[src/tes_pkg.sv]
// ----------------------------------------------------------------------------
// tes_pkg
// Shared types and constants for the touch event to segment decoder: beat
// payloads, event codes, register indexes and the sequencer states.
// ----------------------------------------------------------------------------
package tes_pkg;

   // Default geometry
   localparam int SCREEN_WIDTH_DEF  = 1280;
   localparam int SCREEN_HEIGHT_DEF = 800;
   localparam int SLOT_COUNT_DEF    = 10;

   // Field widths of the beats
   localparam int EVT_TYPE_W  = 16;
   localparam int EVT_CODE_W  = 16;
   localparam int EVT_VALUE_W = 32;
   localparam int SLOT_IDX_W  = 4;
   localparam int PT_X_W      = 11;
   localparam int PT_Y_W      = 10;

   // Register port
   localparam int CSR_DATA_W = 32;
   localparam int CSR_ADDR_W = 5;

   // Event classes and codes
   localparam logic [EVT_TYPE_W-1:0] EVT_SYN = 16'h0000;
   localparam logic [EVT_TYPE_W-1:0] EVT_KEY = 16'h0001;
   localparam logic [EVT_TYPE_W-1:0] EVT_ABS = 16'h0003;

   localparam logic [EVT_CODE_W-1:0] CODE_REPORT    = 16'h0000;
   localparam logic [EVT_CODE_W-1:0] CODE_DROPPED   = 16'h0003;
   localparam logic [EVT_CODE_W-1:0] CODE_ABS_X     = 16'h0000;
   localparam logic [EVT_CODE_W-1:0] CODE_ABS_Y     = 16'h0001;
   localparam logic [EVT_CODE_W-1:0] CODE_MT_SLOT   = 16'h002F;
   localparam logic [EVT_CODE_W-1:0] CODE_MT_X      = 16'h0035;
   localparam logic [EVT_CODE_W-1:0] CODE_MT_Y      = 16'h0036;
   localparam logic [EVT_CODE_W-1:0] CODE_MT_TRACK  = 16'h0039;
   localparam logic [EVT_CODE_W-1:0] CODE_TOUCH_KEY = 16'h014A;

   // Register reset values
   localparam logic signed [CSR_DATA_W-1:0] AXIS_MIN_RST = 32'sd0;
   localparam logic signed [CSR_DATA_W-1:0] AXIS_MAX_RST = 32'sd4095;

   typedef enum logic [2:0] {
      REG_MODE  = 3'd0,
      REG_X_MIN = 3'd1,
      REG_X_MAX = 3'd2,
      REG_Y_MIN = 3'd3,
      REG_Y_MAX = 3'd4
   } reg_index_type;

   typedef enum logic [2:0] {
      ST_IDLE,
      ST_SCAN,
      ST_MUL,
      ST_CHECK,
      ST_DIV,
      ST_EMIT
   } state_type;

   typedef struct packed {
      logic [EVT_TYPE_W-1:0]         event_type;
      logic [EVT_CODE_W-1:0]         event_code;
      logic signed [EVT_VALUE_W-1:0] event_value;
   } req_type;

   typedef struct packed {
      logic [SLOT_IDX_W-1:0] slot_index;
      logic [PT_X_W-1:0]     from_x;
      logic [PT_Y_W-1:0]     from_y;
      logic [PT_X_W-1:0]     to_x;
      logic [PT_Y_W-1:0]     to_y;
      logic                  last_in_report;
   } rsp_type;

endpackage

[src/touch_event_to_segments.sv]
// ----------------------------------------------------------------------------
// touch_event_to_segments
// Decodes Linux input events (multitouch protocol B, or single touch on slot
// zero) into screen line segments, one per moved contact on each report.
// ----------------------------------------------------------------------------
// Every event other than a sync report is applied when it is taken. A report
// walks the slots in ascending order through one shared multiply and restoring
// divide unit: an idle slot passes through the scan state only, a moved active
// slot through scan, then multiply, check and divide for each axis, then emit.
// QB = clog2(max(SCREEN_WIDTH, SCREEN_HEIGHT)) is the number of quotient bits
// the divider produces one per cycle for each axis (a coordinate that clamps
// skips its divide); the input is freed once the walk has passed the last
// slot. The sequencer stalls on a segment only while the output register still
// holds an untaken one. No memory clearing pass after reset.
// ----------------------------------------------------------------------------
module touch_event_to_segments #(
   parameter int SCREEN_WIDTH  = tes_pkg::SCREEN_WIDTH_DEF,
   parameter int SCREEN_HEIGHT = tes_pkg::SCREEN_HEIGHT_DEF,
   parameter int SLOT_COUNT    = tes_pkg::SLOT_COUNT_DEF
) (
   input  logic                            clock,
   input  logic                            reset,
   // event input
   input  logic                            req_valid,
   output logic                            req_ready,
   input  tes_pkg::req_type                req_payload,
   // segment output
   output logic                            rsp_valid,
   input  logic                            rsp_ready,
   output tes_pkg::rsp_type                rsp_payload,
   // register port
   input  logic                            psel,
   input  logic                            penable,
   input  logic                            pwrite,
   input  logic [tes_pkg::CSR_ADDR_W-1:0]  paddr,
   input  logic [tes_pkg::CSR_DATA_W-1:0]  pwdata,
   output logic [tes_pkg::CSR_DATA_W-1:0]  prdata,
   output logic                            pready
);

   localparam int SLW    = (SLOT_COUNT > 1) ? $clog2(SLOT_COUNT) : 1;
   localparam int SMAX   = (SCREEN_WIDTH > SCREEN_HEIGHT) ? SCREEN_WIDTH : SCREEN_HEIGHT;
   localparam int QB     = $clog2(SMAX);
   localparam int PW     = 34 + QB;
   localparam int NUM_W  = 36 + QB;
   localparam int STW    = (QB > 1) ? $clog2(QB) : 1;
   localparam logic [SLW-1:0] SLOT_LAST = SLW'(SLOT_COUNT - 1);
   localparam logic signed [31:0] SLOT_LAST_V = 32'(SLOT_COUNT - 1);
   localparam logic [QB-1:0] X_PT_MAX = QB'(SCREEN_WIDTH - 1);
   localparam logic [QB-1:0] Y_PT_MAX = QB'(SCREEN_HEIGHT - 1);

   // ---------------------------------------------------------------- state
   tes_pkg::state_type state_ff, state_in;

   logic                  mode_ff;
   logic signed [31:0]    x_min_ff, x_max_ff, y_min_ff, y_max_ff;

   logic [SLOT_COUNT-1:0] active_ff, moved_ff, trail_ff;
   logic signed [31:0]    raw_x_ff [SLOT_COUNT];
   logic signed [31:0]    raw_y_ff [SLOT_COUNT];
   logic [tes_pkg::PT_X_W-1:0] last_x_ff [SLOT_COUNT];
   logic [tes_pkg::PT_Y_W-1:0] last_y_ff [SLOT_COUNT];
   logic [SLW-1:0]        cur_slot_ff;
   logic                  resync_ff;

   logic [SLW-1:0]        idx_ff;
   logic                  axis_ff;
   logic [NUM_W-1:0]      rem_ff, den_ff, dsh_ff;
   logic [STW-1:0]        step_ff;
   logic [QB-1:0]         q_ff, px_ff, py_ff;

   logic                  rsp_valid_ff;
   tes_pkg::rsp_type      rsp_ff;

   // ---------------------------------------------------------------- decode
   logic req_fire, csr_wr, is_report;
   logic [tes_pkg::EVT_TYPE_W-1:0] ev_type;
   logic [tes_pkg::EVT_CODE_W-1:0] ev_code;
   logic signed [31:0]             ev_value;
   logic [SLW-1:0]                 slot_sat;

   assign pready    = 1'b1;
   assign req_ready = (state_ff == tes_pkg::ST_IDLE);
   assign req_fire  = req_valid & req_ready;
   assign csr_wr    = psel & penable & pwrite & pready;
   assign ev_type   = req_payload.event_type;
   assign ev_code   = req_payload.event_code;
   assign ev_value  = req_payload.event_value;
   assign is_report = (ev_type == tes_pkg::EVT_SYN) && (ev_code == tes_pkg::CODE_REPORT);

   // slot number saturated to the slot range
   always_comb begin
      priority if (ev_value[31]) begin
         slot_sat = '0;
      end else if (ev_value > SLOT_LAST_V) begin
         slot_sat = SLOT_LAST;
      end else begin
         slot_sat = ev_value[SLW-1:0];
      end
   end

   // ---------------------------------------------------------------- scaling unit
   logic signed [31:0]    sel_v, sel_lo, sel_hi;
   logic [QB-1:0]         sel_pmax;
   logic signed [32:0]    d_c, span_raw;
   logic [32:0]           span_c;
   logic signed [PW-1:0]  prod_c;
   logic [NUM_W-1:0]      num_c, den_c;
   logic                  neg_c, ovf_c, ge_c;
   logic [QB:0]           q_full;
   logic [QB-1:0]         q_fin;

   assign sel_v    = axis_ff ? raw_y_ff[idx_ff] : raw_x_ff[idx_ff];
   assign sel_lo   = axis_ff ? y_min_ff : x_min_ff;
   assign sel_hi   = axis_ff ? y_max_ff : x_max_ff;
   assign sel_pmax = axis_ff ? Y_PT_MAX : X_PT_MAX;

   assign d_c      = {sel_v[31], sel_v} - {sel_lo[31], sel_lo};
   assign span_raw = {sel_hi[31], sel_hi} - {sel_lo[31], sel_lo};
   // degenerate range counts as span one
   assign span_c   = (span_raw[32] || (span_raw == 33'sd0)) ? 33'd1 : span_raw;
   assign prod_c   = d_c * $signed({1'b0, sel_pmax});
   assign num_c    = {prod_c[PW-1], prod_c, 1'b0} + NUM_W'(span_c);
   assign den_c    = NUM_W'({span_c, 1'b0});

   assign neg_c  = rem_ff[NUM_W-1];
   assign ovf_c  = rem_ff >= (den_ff << QB);
   assign ge_c   = rem_ff >= dsh_ff;
   assign q_full = {q_ff, ge_c};
   assign q_fin  = (q_full > {1'b0, sel_pmax}) ? sel_pmax : q_full[QB-1:0];

   // ---------------------------------------------------------------- report scan
   logic [SLOT_COUNT-1:0] pend, above;
   logic                  last_c, emit_go, idx_last;

   assign pend = active_ff & moved_ff;
   always_comb begin
      for (int j = 0; j < SLOT_COUNT; j++) begin
         above[j] = (SLW'(j) > idx_ff);
      end
   end
   assign last_c   = ~|(pend & above);
   assign idx_last = (idx_ff == SLOT_LAST);
   assign emit_go  = (state_ff == tes_pkg::ST_EMIT) & (~rsp_valid_ff | rsp_ready);

   // ---------------------------------------------------------------- sequencer
   logic          fin;
   logic [QB-1:0] fin_val;

   always_ff @(posedge clock) begin
      if (reset) begin
         state_ff <= tes_pkg::ST_IDLE;
      end else begin
         state_ff <= state_in;
      end
   end

   always_comb begin
      state_in = state_ff;
      fin      = 1'b0;
      fin_val  = q_fin;
      unique case (state_ff)
         tes_pkg::ST_IDLE: begin
            if (req_fire && is_report && !resync_ff) state_in = tes_pkg::ST_SCAN;
         end
         tes_pkg::ST_SCAN: begin
            priority if (pend[idx_ff]) begin
               state_in = tes_pkg::ST_MUL;
            end else if (idx_last) begin
               state_in = tes_pkg::ST_IDLE;
            end else begin
               state_in = tes_pkg::ST_SCAN;
            end
         end
         tes_pkg::ST_MUL: begin
            state_in = tes_pkg::ST_CHECK;
         end
         tes_pkg::ST_CHECK: begin
            // negative numerator gives zero, a huge quotient the far edge
            priority if (neg_c) begin
               fin     = 1'b1;
               fin_val = '0;
            end else if (ovf_c) begin
               fin     = 1'b1;
               fin_val = sel_pmax;
            end else begin
               state_in = tes_pkg::ST_DIV;
            end
            if (fin) state_in = axis_ff ? tes_pkg::ST_EMIT : tes_pkg::ST_MUL;
         end
         tes_pkg::ST_DIV: begin
            if (step_ff == '0) begin
               fin      = 1'b1;
               state_in = axis_ff ? tes_pkg::ST_EMIT : tes_pkg::ST_MUL;
            end
         end
         tes_pkg::ST_EMIT: begin
            if (emit_go) state_in = idx_last ? tes_pkg::ST_IDLE : tes_pkg::ST_SCAN;
         end
         default: begin
            state_in = tes_pkg::ST_IDLE;
         end
      endcase
   end

   // ---------------------------------------------------------------- datapath
   always_ff @(posedge clock) begin
      if (reset) begin
         idx_ff  <= '0;
         axis_ff <= 1'b0;
      end else begin
         unique case (state_ff)
            tes_pkg::ST_IDLE: begin
               idx_ff  <= '0;
               axis_ff <= 1'b0;
            end
            tes_pkg::ST_SCAN: begin
               axis_ff <= 1'b0;
               if (!pend[idx_ff] && !idx_last) idx_ff <= idx_ff + 1'b1;
            end
            tes_pkg::ST_MUL: begin
               rem_ff <= num_c;
               den_ff <= den_c;
            end
            tes_pkg::ST_CHECK: begin
               dsh_ff  <= den_ff << (QB - 1);
               step_ff <= STW'(QB - 1);
               q_ff    <= '0;
            end
            tes_pkg::ST_DIV: begin
               if (ge_c) rem_ff <= rem_ff - dsh_ff;
               dsh_ff  <= dsh_ff >> 1;
               q_ff    <= q_full[QB-1:0];
               step_ff <= step_ff - 1'b1;
            end
            tes_pkg::ST_EMIT: begin
               if (emit_go && !idx_last) idx_ff <= idx_ff + 1'b1;
            end
            default: begin
            end
         endcase
         // finished coordinate
         if (fin) begin
            if (axis_ff) begin
               py_ff <= fin_val;
            end else begin
               px_ff   <= fin_val;
               axis_ff <= 1'b1;
            end
         end
      end
   end

   // ---------------------------------------------------------------- contact state
   always_ff @(posedge clock) begin
      if (reset) begin
         active_ff   <= '0;
         moved_ff    <= '0;
         trail_ff    <= '0;
         cur_slot_ff <= '0;
         resync_ff   <= 1'b0;
         for (int i = 0; i < SLOT_COUNT; i++) begin
            raw_x_ff[i] <= '0;
            raw_y_ff[i] <= '0;
         end
      end else if (req_fire) begin
         priority if (resync_ff) begin
            // skip everything until the next report
            if (is_report) begin
               resync_ff <= 1'b0;
               trail_ff  <= '0;
            end
         end else if (ev_type == tes_pkg::EVT_ABS) begin
            if (mode_ff) begin
               priority if (ev_code == tes_pkg::CODE_MT_SLOT) begin
                  cur_slot_ff <= slot_sat;
               end else if (ev_code == tes_pkg::CODE_MT_TRACK) begin
                  active_ff[cur_slot_ff] <= ~ev_value[31];
                  trail_ff[cur_slot_ff]  <= 1'b0;
               end else if (ev_code == tes_pkg::CODE_MT_X) begin
                  raw_x_ff[cur_slot_ff] <= ev_value;
                  moved_ff[cur_slot_ff] <= 1'b1;
               end else if (ev_code == tes_pkg::CODE_MT_Y) begin
                  raw_y_ff[cur_slot_ff] <= ev_value;
                  moved_ff[cur_slot_ff] <= 1'b1;
               end
            end else begin
               priority if (ev_code == tes_pkg::CODE_ABS_X) begin
                  raw_x_ff[0] <= ev_value;
                  moved_ff[0] <= 1'b1;
               end else if (ev_code == tes_pkg::CODE_ABS_Y) begin
                  raw_y_ff[0] <= ev_value;
                  moved_ff[0] <= 1'b1;
               end
            end
         end else if (ev_type == tes_pkg::EVT_KEY) begin
            if (!mode_ff && (ev_code == tes_pkg::CODE_TOUCH_KEY)) begin
               active_ff[0] <= (ev_value != 32'sd0);
               trail_ff[0]  <= 1'b0;
            end
         end else if (ev_type == tes_pkg::EVT_SYN) begin
            if (ev_code == tes_pkg::CODE_DROPPED) resync_ff <= 1'b1;
         end
      end else if (emit_go) begin
         moved_ff[idx_ff] <= 1'b0;
         trail_ff[idx_ff] <= 1'b1;
      end
   end

   // last screen point per slot, read only behind the trail flag
   always_ff @(posedge clock) begin
      if (emit_go) begin
         last_x_ff[idx_ff] <= tes_pkg::PT_X_W'(px_ff);
         last_y_ff[idx_ff] <= tes_pkg::PT_Y_W'(py_ff);
      end
   end

   // ---------------------------------------------------------------- output register
   always_ff @(posedge clock) begin
      if (reset) begin
         rsp_valid_ff <= 1'b0;
      end else if (emit_go) begin
         rsp_valid_ff <= 1'b1;
      end else if (rsp_ready) begin
         rsp_valid_ff <= 1'b0;
      end
   end

   always_ff @(posedge clock) begin
      if (emit_go) begin
         rsp_ff.slot_index     <= tes_pkg::SLOT_IDX_W'(idx_ff);
         rsp_ff.from_x         <= trail_ff[idx_ff] ? last_x_ff[idx_ff]
                                                   : tes_pkg::PT_X_W'(px_ff);
         rsp_ff.from_y         <= trail_ff[idx_ff] ? last_y_ff[idx_ff]
                                                   : tes_pkg::PT_Y_W'(py_ff);
         rsp_ff.to_x           <= tes_pkg::PT_X_W'(px_ff);
         rsp_ff.to_y           <= tes_pkg::PT_Y_W'(py_ff);
         rsp_ff.last_in_report <= last_c;
      end
   end

   assign rsp_valid   = rsp_valid_ff;
   assign rsp_payload = rsp_ff;

   // ---------------------------------------------------------------- registers
   always_ff @(posedge clock) begin
      if (reset) begin
         mode_ff  <= 1'b1;
         x_min_ff <= tes_pkg::AXIS_MIN_RST;
         x_max_ff <= tes_pkg::AXIS_MAX_RST;
         y_min_ff <= tes_pkg::AXIS_MIN_RST;
         y_max_ff <= tes_pkg::AXIS_MAX_RST;
      end else if (csr_wr) begin
         unique case (tes_pkg::reg_index_type'(paddr[4:2]))
            tes_pkg::REG_MODE:  mode_ff  <= pwdata[0];
            tes_pkg::REG_X_MIN: x_min_ff <= pwdata;
            tes_pkg::REG_X_MAX: x_max_ff <= pwdata;
            tes_pkg::REG_Y_MIN: y_min_ff <= pwdata;
            tes_pkg::REG_Y_MAX: y_max_ff <= pwdata;
            default: begin
            end
         endcase
      end
   end

   always_comb begin
      unique case (tes_pkg::reg_index_type'(paddr[4:2]))
         tes_pkg::REG_MODE:  prdata = {31'd0, mode_ff};
         tes_pkg::REG_X_MIN: prdata = x_min_ff;
         tes_pkg::REG_X_MAX: prdata = x_max_ff;
         tes_pkg::REG_Y_MIN: prdata = y_min_ff;
         tes_pkg::REG_Y_MAX: prdata = y_max_ff;
         default:            prdata = '0;
      endcase
   end

endmodule
[config.mk]
export PLATFORM = sky130hd
export DESIGN_NAME = touch_event_to_segments
export DESIGN_NICKNAME = d
export VERILOG_FILES = /design/src/tes_pkg.sv /design/src/touch_event_to_segments.sv
export SDC_FILE = /design/constraint.sdc
export NUM_CORES = 2
export LEC_CHECK = 0
export BUFFER_PORTS_ARGS = -buffer_cell sky130_fd_sc_hd__clkbuf_2
export CAP_MARGIN = 25
export CORE_MARGIN = 1
export CORE_UTILIZATION = 25
export CTS_BUF_LIST = sky130_fd_sc_hd__clkbuf_4
export CTS_CLUSTER_DIAMETER = 150
export CTS_CLUSTER_SIZE = 24
export DETAILED_ROUTE_END_ITERATION = 12
export SYNTH_ARGS = -nofsm -noshare
export SYNTH_HDL_FRONTEND = slang
export SYNTH_SLANG_ARGS = --single-unit
[constraint.sdc]
create_clock -name clock -period 16.2 [get_ports clock]
set_clock_uncertainty 0.15 [all_clocks]
set_input_delay 3.24 -clock clock [delete_from_list [all_inputs] [get_ports clock]]
set_output_delay 3.24 -clock clock [all_outputs]
set_load 0.005 [all_outputs]
==> impl_metrics.csv <==
group,metric,value,unit
run_status,run_status,"completed",
finish,layout.nets,7558,
routing,via_count,56465,
routing,antenna_left,0,
timing,setup_viol_count_final,0,
critical_path,crit-reg2reg-capture,"rem_ff[45]",
clock_tree,cts_hold_repair.buffers,0,
job,maxCapViolations,0,
finish,layout-drive-gt1-share,13.9,%
routing,detailedRoute.firstPassIterationCount,6,
die,chipWidth,590,um
timing,slew_headroom,20.5,%
critical_path,timing.critical_path.fanout_max,25,
clock_tree,clock_latency,1320,ps
die,rows,215,
finish,area.sequential,46800,um2
die,die_h,590,um
grt,antenna_violations_before_repair,32,
clock_tree,cts.repair.resized,0,
timing,rsz0062_at_grt,"false",
clock_tree,clk_pin_slew_worst_paths,250,ps
place,detailedPlacementHpwl,169000,um
critical_path,critPathArrivalTime,14490,ps
critical_path,critPathKind,"flop to flop",
clock_tree,clk_path_buf_depth,3,
timing,fin_setup_tns,0,ps
timing,finalHoldViolations,0,
grt,gr-usage-all-layers,14.0,%
routing,via_per_inst,4.89,
synth,synthArstFlopShare,0,%
finish,synthToLayoutAreaGrowth,8.55,%
die,core-area,344000,um2
synth,synth_cell_types,98,
worst_hold_path,min_path_type,"flop to flop",
synth,synth-seq-area-share,54.1,%
critical_path,crit_top_cell,"inv_1",
synth,synth.avg_cell_area,12.4,um2
grt,grt_first_pass_wirelength,370000,um
place,gp_weighted_congestion,0.884,
clock_tree,numCtsBuffers,79,
critical_path,critical_path.startpoint_type,"flop",
routing,drt-total-wl,252000,um
grt,via_count_of_the_first_global_routing_pass,56595,
clock_tree,clock_sink_count,1618,
routing,avgRoutedWirePerCell,21.8,um
grt,grt_max_degree,119,
critical_path,worst-r2r-setup-slack,2530,ps
timing,timing_worst_slew_pin_value,1190,ps
grt,global_route_congestion_overflow_total,0,
synth,synthesis.instances,6973,
die,num_io_pins,190,
worst_hold_path,worstHoldPathCells,2,
synth,synth_enable_flop_cells,1441,
routing,route.detailed.drc,0,
timing,final_period_minus_worst_setup_slack,13670,ps
worst_hold_path,hold_path_end,"y_max_ff[26]",
worst_hold_path,worst_hold_startpoint,"y_max_ff[26]",
clock_tree,number_of_levels_the_h_tree_was_split_into,3,
finish,fillerInstances,35230,
timing,timing.final.crit_share,84.4,%
timing,drv_slew,0,
die,fp.dieArea,349000,um2
critical_path,critical-path-max-stage-delay,780,ps
synth,ys_seq_elements,1618,
synth,ys_warn_count,0,
synth,syn_area,86500,um2
critical_path,critPathSlowestCell,"dfxtp_4",
die,initial_core_util,25.2,%
clock_tree,cell_chosen_for_the_clock_root,"clkbuf_4",
critical_path,r2r.worst_path.cells,48,
finish,multi_input_logic_area,36300,um2
timing,max_freq,0.0731,GHz
clock_tree,post-cts-setup-buffer-count,0,
synth,yosys_most_used_dff,"edfxtp_1",
critical_path,timing.critical_path.required,17020,ps
routing,detailedRoute.firstIterationViolations,5810,
clock_tree,cts_tree,"done",
place,port-buffer-count,186,
critical_path,endpoint_kind,"flop",
## state kept, by name, indices dropped and copies added (netlist names), 10 cells and up, named ones only
register,cells
active_ff,10
den_ff,33
dsh_ff,44
last_x_ff,110
last_y_ff,100
moved_ff,10
px_ff,11
py_ff,10
q_ff,11
raw_x_ff,512
raw_y_ff,512
rem_ff,47
rsp_payload,47
trail_ff,10
x_max_ff,32
x_min_ff,32
y_max_ff,32
y_min_ff,32
## cell usage in the layout (no fill, tap or decap), types with 25 or more instances in the layout
master / n
mux2_2: 54
a22oi_1: 66
nand3_1: 57
nand4_1: 49
o21ai_0: 213
nand2_1: 731
diode_2: 28
mux2i_1: 77
a211oi_1: 59
o21a_1: 33
nor4_1: 26
clkbuf_4: 100
mux4_2: 366
nor2b_1: 53
nor2_1: 559
a21o_1: 113
buf_4: 110
a21oi_1: 364
a31oi_1: 34
o21bai_1: 25
ha_1: 305
dfxtp_1: 172
nor3_1: 53
nand2b_1: 27
clkbuf_2: 185
xor2_1: 60
nand3b_1: 29
edfxtp_1: 1441
fa_1: 219
inv_1: 565
xnor2_1: 136
and3_1: 279
## per-stage QoR
stage | cells | cell area (um2) | hold slack [ps] | setup slack, ps | utilization [%]
floorplan | 6976 | 86600 | 296 | 4140 | -
global placement | 11394 | 92800 | 303 | 2540 | 27.0
detailed placement | 11400 | 92900 | 311 | 2490 | 27.0
CTS | 11513 | 93800 | 336 | 2460 | 27.3
global route | 11538 | 93900 | 359 | 1660 | 27.3
finish | 11543 | 94000 | 336 | 2530 | 27.3
## cells by family after synthesis
group,after synthesis,synth area share [%]
and+or+nand+nor,2018,10.8
buffers and inverters,1010,4.41
muxes,497,11.1
other,2,0.00868
AOI/OAI and AO/OA,1106,8.07
DFF,1618,54.1
adders and majority gates,524,9.47
xor gates and xnor gates,198,2.02
## cell type report
| cell class | instances | share of cell area, % |
|---|---|---|
| Tap cell | 4557 | 6.07 |
| Sequential cell | 1618 | 49.8 |
| Antenna cell | 28 | 0.0746 |
| Inverter | 570 | 2.28 |
| Clock buffer | 100 | 0.799 |
| Timing Repair Buffer | 309 | 2.15 |
| Multi-Input combinational cell | 4348 | 38.6 |
| Clock inverter | 13 | 0.178 |
## per-layer routing
metal | up-vias | share of wire, % | GRT usage, %
met5 | - | 0.061 | 0
met4 | 24 | 4.1 | 5.56
met3 | 411 | 6.7 | 2.14
met2 | 2127 | 49 | 23.9
met1 | 28694 | 40 | 17.8
li1 | 25209 | - | -
## synth_stat cells, types with 9 or more instances
master | instances | share of area (%)
o211ai_1 | 18 | 0.16
nand2_1 | 737 | 3.2
xor2_1 | 60 | 0.61
nand2b_1 | 37 | 0.27
o21a_1 | 33 | 0.29
buf_1 | 55 | 0.24
nor2_1 | 577 | 2.5
a41oi_1 | 11 | 0.11
or3_1 | 19 | 0.14
nand3_1 | 57 | 0.33
nand4_1 | 49 | 0.35
dfxtp_1 | 177 | 4.1
and3_1 | 279 | 2.0
inv_1 | 566 | 2.5
a22oi_1 | 66 | 0.57
a211oi_1 | 59 | 0.51
nor3b_1 | 10 | 0.087
edfxtp_1 | 1441 | 50
o21ai_0 | 215 | 1.2
a311oi_1 | 11 | 0.11
nor4_1 | 29 | 0.21
nand3b_1 | 29 | 0.25
a31o_2 | 11 | 0.11
fa_1 | 219 | 5.1
o31ai_1 | 14 | 0.12
o21bai_1 | 26 | 0.23
a31oi_1 | 34 | 0.25
clkbuf_1 | 372 | 1.6
a21oi_1 | 368 | 2.1
o21ai_1 | 15 | 0.087
nor3_1 | 59 | 0.34
xnor2_1 | 136 | 1.4
and2_1 | 25 | 0.18
mux4_2 | 366 | 9.5
a21boi_0 | 16 | 0.14
ha_1 | 305 | 4.4
nor2b_1 | 55 | 0.40
buf_2 | 9 | 0.052
mux2_2 | 54 | 0.70
or2_2 | 18 | 0.13
a21o_1 | 114 | 0.99
mux2i_1 | 77 | 0.89
## worst max-delay path by stage
stage / end / slack, ps / depth (start not counted)
2_1_floorplan: rem_ff[45] / 4140 / 47
3_3_place_gp: rem_ff[45] / 2540 / 48
3_5_place_dp: rem_ff[43] / 2490 / 48
4_1_cts: rem_ff[43] / 2460 / 48
5_1_grt: rem_ff[45] / 1660 / 48
6_report: rem_ff[45] / 2530 / 48
## critical path, delay by kind of cell, from the launching register on
family,cells,cell delay [ps]
muxes,3,1270
adders and majority gates,8,3650
DFF,1,780
and+or+nand+nor,14,3340
AOI/OAI and AO/OA,12,2420
xor gates and xnor gates,3,510
buffers and inverters,8,1270
Power is left out: the tool's default activity adds up to more than one toggle a clock period on the data nets, which glitch-free logic cannot reach.
